<file path="config.mk">
export PLATFORM = sky130hd
export DESIGN_NAME = iaf_ctrl
export DESIGN_NICKNAME = d
export VERILOG_FILES = /design/src/hw/rtl/iaf_pkg.sv /design/src/hw/rtl/iaf_ctrl.sv
export SDC_FILE = /design/constraint.sdc
export NUM_CORES = 1
export LEC_CHECK = 0
export BUFFER_PORTS_ARGS = -buffer_cell sky130_fd_sc_hd__buf_4
export CORE_AREA = 2 2 39 41
export CTS_BUF_LIST = sky130_fd_sc_hd__clkbuf_8
export DETAILED_ROUTE_END_ITERATION = 12
export DIE_AREA = 0 0 41 43
export SLEW_MARGIN = 10
export SYNTH_ARGS = -nofsm -noshare
export SYNTH_HDL_FRONTEND = slang
export SYNTH_SLANG_ARGS = --single-unit
</file>
<file path="constraint.sdc">
create_clock -name clk -period 4 [get_ports clk]
set_clock_uncertainty 0.15 [all_clocks]
set_input_delay 0.2 -clock clk [delete_from_list [all_inputs] [get_ports clk]]
set_output_delay 0.2 -clock clk [all_outputs]
set_load 0.02 [all_outputs]
</file>
<file path="src/hw/rtl/iaf_pkg.sv">
`timescale 1ns / 1ps
// ----------------------------------------------------------------------------
// iaf_pkg
// Shared types, codes and sizes of the address allowlist filter.
// ----------------------------------------------------------------------------
package iaf_pkg;

	// Learned address table
	localparam int TABLE_DEPTH = 1024;
	localparam int ADDR_W      = (TABLE_DEPTH > 1) ? $clog2(TABLE_DEPTH) : 1;
	localparam int CNT_W       = $clog2(TABLE_DEPTH + 1);
	localparam int ENTRY_W     = 1 + 64 + 64;

	// Configuration port
	localparam int  PADDR_W         = 3;
	localparam logic CFG_IDX_ENFORCE = 1'b0;

	// Request action codes
	localparam logic ACT_LEARN = 1'b0;
	localparam logic ACT_CHECK = 1'b1;

	// Address family codes
	localparam logic [1:0] FAM_UNIX  = 2'd0;
	localparam logic [1:0] FAM_V4    = 2'd1;
	localparam logic [1:0] FAM_V6    = 2'd2;
	localparam logic [1:0] FAM_OTHER = 2'd3;

	// Allow reason codes
	localparam logic [2:0] WHY_DENY    = 3'd0;
	localparam logic [2:0] WHY_DEFAULT = 3'd1;
	localparam logic [2:0] WHY_LOOP    = 3'd2;
	localparam logic [2:0] WHY_PRIVATE = 3'd3;
	localparam logic [2:0] WHY_TABLE   = 3'd4;

	// Learn status codes
	localparam logic [1:0] LS_ADDED   = 2'd0;
	localparam logic [1:0] LS_PRESENT = 2'd1;
	localparam logic [1:0] LS_FULL    = 2'd2;
	localparam logic [1:0] LS_NONE    = 2'd3;

	// Fixed address ranges
	localparam logic [7:0]  V4_LOOP_NET   = 8'd127;
	localparam logic [7:0]  V4_PRIV_A     = 8'd10;
	localparam logic [11:0] V4_PRIV_B     = 12'hAC1;
	localparam logic [15:0] V4_PRIV_C     = 16'hC0A8;
	localparam logic [15:0] V4_LINK_LOCAL = 16'hA9FE;
	localparam logic [9:0]  V6_LINK_LOCAL = 10'h3FA;

	typedef struct packed {
		logic        action;
		logic [1:0]  addr_family;
		logic [63:0] address_high;
		logic [63:0] address_low;
	} req_t;

	typedef struct packed {
		logic       allowed;
		logic [2:0] allow_reason;
		logic [1:0] learn_status;
	} res_t;

	// Controller to datapath
	typedef struct packed {
		logic load_req;
		logic scan_run;
		logic wr_en;
		logic out_load;
	} cmd_t;

	// Datapath to controller
	typedef struct packed {
		logic need_scan;
		logic scan_done;
		logic add;
		logic out_free;
	} stat_t;

endpackage

</file>
<file path="src/hw/rtl/iaf_ctrl.sv">
`timescale 1ns / 1ps
// ----------------------------------------------------------------------------
// iaf_ctrl
// Request sequencer: accept, classify, table scan, result and learn write.
// ----------------------------------------------------------------------------
module iaf_ctrl (
	input  logic           clk,
	input  logic           arst_n,
	input  logic           req_valid,
	output logic           req_ready,
	input  iaf_pkg::stat_t st,
	output iaf_pkg::cmd_t  cmd
);

	typedef enum logic [1:0] {
		S_IDLE,
		S_DECIDE,
		S_SCAN,
		S_FINISH
	} state_t;

	state_t state_q;
	logic   ready_q;
	logic   accept;

	assign req_ready = ready_q;
	assign accept    = req_valid && ready_q;

	// Commands to the datapath
	always_comb begin
		cmd.load_req = accept;
		cmd.scan_run = (state_q == S_SCAN);
		cmd.out_load = (state_q == S_FINISH) && st.out_free;
		cmd.wr_en    = (state_q == S_FINISH) && st.out_free && st.add;
	end

	// State and ready
	always_ff @(posedge clk or negedge arst_n) begin
		if (!arst_n) begin
			state_q <= S_IDLE;
			ready_q <= 1'b1;
		end else begin
			unique case (state_q)
				S_IDLE: begin
					if (accept) begin
						state_q <= S_DECIDE;
						ready_q <= 1'b0;
					end
				end
				S_DECIDE: begin
					state_q <= st.need_scan ? S_SCAN : S_FINISH;
				end
				S_SCAN: begin
					if (st.scan_done) begin
						state_q <= S_FINISH;
					end
				end
				S_FINISH: begin
					// hold until the result register is free
					if (st.out_free) begin
						state_q <= S_IDLE;
						ready_q <= 1'b1;
					end
				end
				default: begin
					state_q <= S_IDLE;
					ready_q <= 1'b1;
				end
			endcase
		end
	end

endmodule

</file>
==> results.yml <==
floorplanning:
  die_h_um: 43
  die_area_sq_mm: 0.00176
  start_util: 0.202
  core_sq_mm: 0.00138
  pin_count: 12
  rows: 14
  die_x_um: 41
sta:
  setup_ws_ps: 2270
  clock.fmax_mhz: 579
  maxSlewViolCount: 0
  period_needed_ps: 1730
  setup_tns_ps: 0
  period_share: 0.432
  finalHoldViolations: 0
  tightest_slew_ps: 267
  finalSetupViolations: 0
  relSlewSlack: 0.822
  rsz0062_at_grt: "no"
drt:
  via_per_inst: 3.93
  post-route-drc-count: 0
  wl_per_cell_um: 8.25
  wl_um: 487
  num_vias: 232
  drt_iter0_drc: 2
  drt_first_pass_iters: 2
  ant_nets: 0
place:
  place_ws_ps: 2250
  gp_congestion: 0.609
  placed_cells: 54
  dp_hpwl_um: 408
  io_buffers: 11
  dpl_cell_area_sq_um: 374
synthesis:
  synth_cell_types: 17
  syn_area_per_cell_sq_um: 9.96
  syn-cell-area_sq_um: 279
  netlist.top_cell.by_area: "ha_1"
  async_flop_share: 1.00
  syn-num-nets: 41
  yosys_most_used_dff: "dfrtp_1"
  netlist_top_cells_area: "ha_1, dfrtp_1, dfstp_2"
  synth_seq_area_share: 0.274
  synth-edff-count: 0
  syn_inst: 28
  ys_ff_latch: 3
  yosysWarningCount: 0
  synth_top_area_frac: 0.269
global_route:
  grt_max_degree: 8
  busiest_layer: "met2"
  met3_usage: 0.0471
  first_global_vias: 232
  antenna_found_initial: 0
  met2_usage: 0.100
  overflow: 0
  use_met1: 0.0945
  grt.total_usage: 0.0766
  grt_pass1_wl_um: 890
critical_path:
  worstSetupPathType: "flip-flop to flip-flop"
  cp_cell_sequence: "inv_1 > ha_1 > a221oi_2 > mux2_1"
  path_buf_inv: 1
  r2r_setup_slack_ps: 2270
  cp-end-kind: "flip-flop"
  critical_path.max_fanout: 7
  r2r-end: "state_q[1]"
  cp_top_family: "flip-flops"
  reg2reg_depth: 4
  crit_path_start_kind: "flip-flop"
  crit_cells: 4
  cpMaxStageDelayCell: "dfrtp_1"
  worst_path_largest_cell_delay_ps: 440
  arrival_ps: 1670
  rr_startpoint: "state_q[0]"
  worst-endpoint-required_ps: 3940
final_layout:
  n_fill_cell: 154
  nets: 57
  multi_input_area_sq_um: 176
  area_growth_pct: 53.8
  fin_area_sq_um: 429
  antenna_cells: 0
  final_common_cell: "buf_4"
  seqCellArea_sq_um: 76.3
  drive_gt1_frac: 0.395
  final_cell_mix: "buf_4, ha_1, inv_1"
  instances_no_fill: 59
power:
  ir_drop_mv: 0.216
  totalPowerFinal_uw: 326
  power.density_mw_per_mm2: 760
  p_leak_uw: 0.000228
clocking:
  cts_tree: "yes"
  clk_pin_slew_worst_paths_ps: 30
  cts-root-buf: "clkbuf_8"
  cts_buffer_depth: 2
  cts.sinks: 3
  clk_latency_ps: 210
  h-tree-depth: 1
  cts_buffers: 3
  cts_setup_buffers: 0
status:
  status: "complete, no violations"
hold_path:
  holdCritStartpoint: "req_valid"
  hold_class: "input port to flip-flop"
  hold_path_end: "req_ready"
  whs_path_depth: 4
run:
  max-cap-violations: 0
[state kept, by name, summed over array words and instances (netlist names)]
name and count:
req_ready 1, state_q 2
[stage by stage]
stage / hold slack, ps / utilization
global placement: -159 / 0.270
floorplan: -246 / -
global route: 163 / 0.310
finish: 161 / 0.310
detailed placement: -158 / 0.270
CTS: 161 / 0.310
[worst max path at each step]
stage / from / end / slack [ps]
4_1_cts: state_q[0] / state_q[1] / 2250
5_1_grt: state_q[0] / state_q[1] / 2160
6_report: state_q[0] / state_q[1] / 2270
3_5_place_dp: state_q[0] / state_q[1] / 2250
2_1_floorplan: state_q[0] / state_q[0] / 2280
3_3_place_gp: state_q[0] / state_q[1] / 2260
[metal layers]
layer | vias up | share of wire
met1 | 104 | 0.42
li1 | 120 | -
met3 | 0 | 0.10
met4 | 0 | 0
met2 | 8 | 0.47
met5 | - | 0
[worst min-delay path: cells and delay by family]
family                 cells  cell delay [ps]
and+or+nand+nor            1               50
AOI/OAI and AO/OA          2              180
buffers and inverters      1               80
[kinds of logic after synthesis]
| logic type | synth area share |
|---|---|
| AO/OA/AOI/OAI | 0.135 |
| multiplexers | 0.0807 |
| AND/OR/NAND/NOR | 0.148 |
| flip-flops | 0.274 |
| adder cells (fa/ha/maj) | 0.269 |
| buffers and inverters | 0.0942 |
[report_power, final]
part | internal (uW) | switching (uW) | leakage (uW)
Clock | 65.2 | 18.9 | 0.0000269
Sequential | 52.0 | 21.2 | 0.0000339
Combinational | 86.4 | 82.5 | 0.000167
[final cells by class]
| type | count | share of cell area |
|---|---|---|
| Clock buffer | 3 | 0.0962 |
| Clock inverter | 1 | 0.00875 |
| Inverter | 5 | 0.0437 |
| Tap cell | 16 | 0.0466 |
| Timing Repair Buffer | 12 | 0.216 |
| Multi-Input combinational cell | 19 | 0.411 |
| Sequential cell | 3 | 0.178 |
[synth_stat cells, types with 2 or more instances]
cell,count
nand2_1,2
mux2_1,2
dfrtp_1,2
inv_1,4
ha_1,6
[what timing repair did]
| action | 4_1_cts | 5_1_grt |
|---|---|---|
| hold endpoints to repair | 3 | 0 |
| hold buffers | 1 | 0 |
| resized for setup | 0 | 0 |
(Power assumes the default switching activity.)
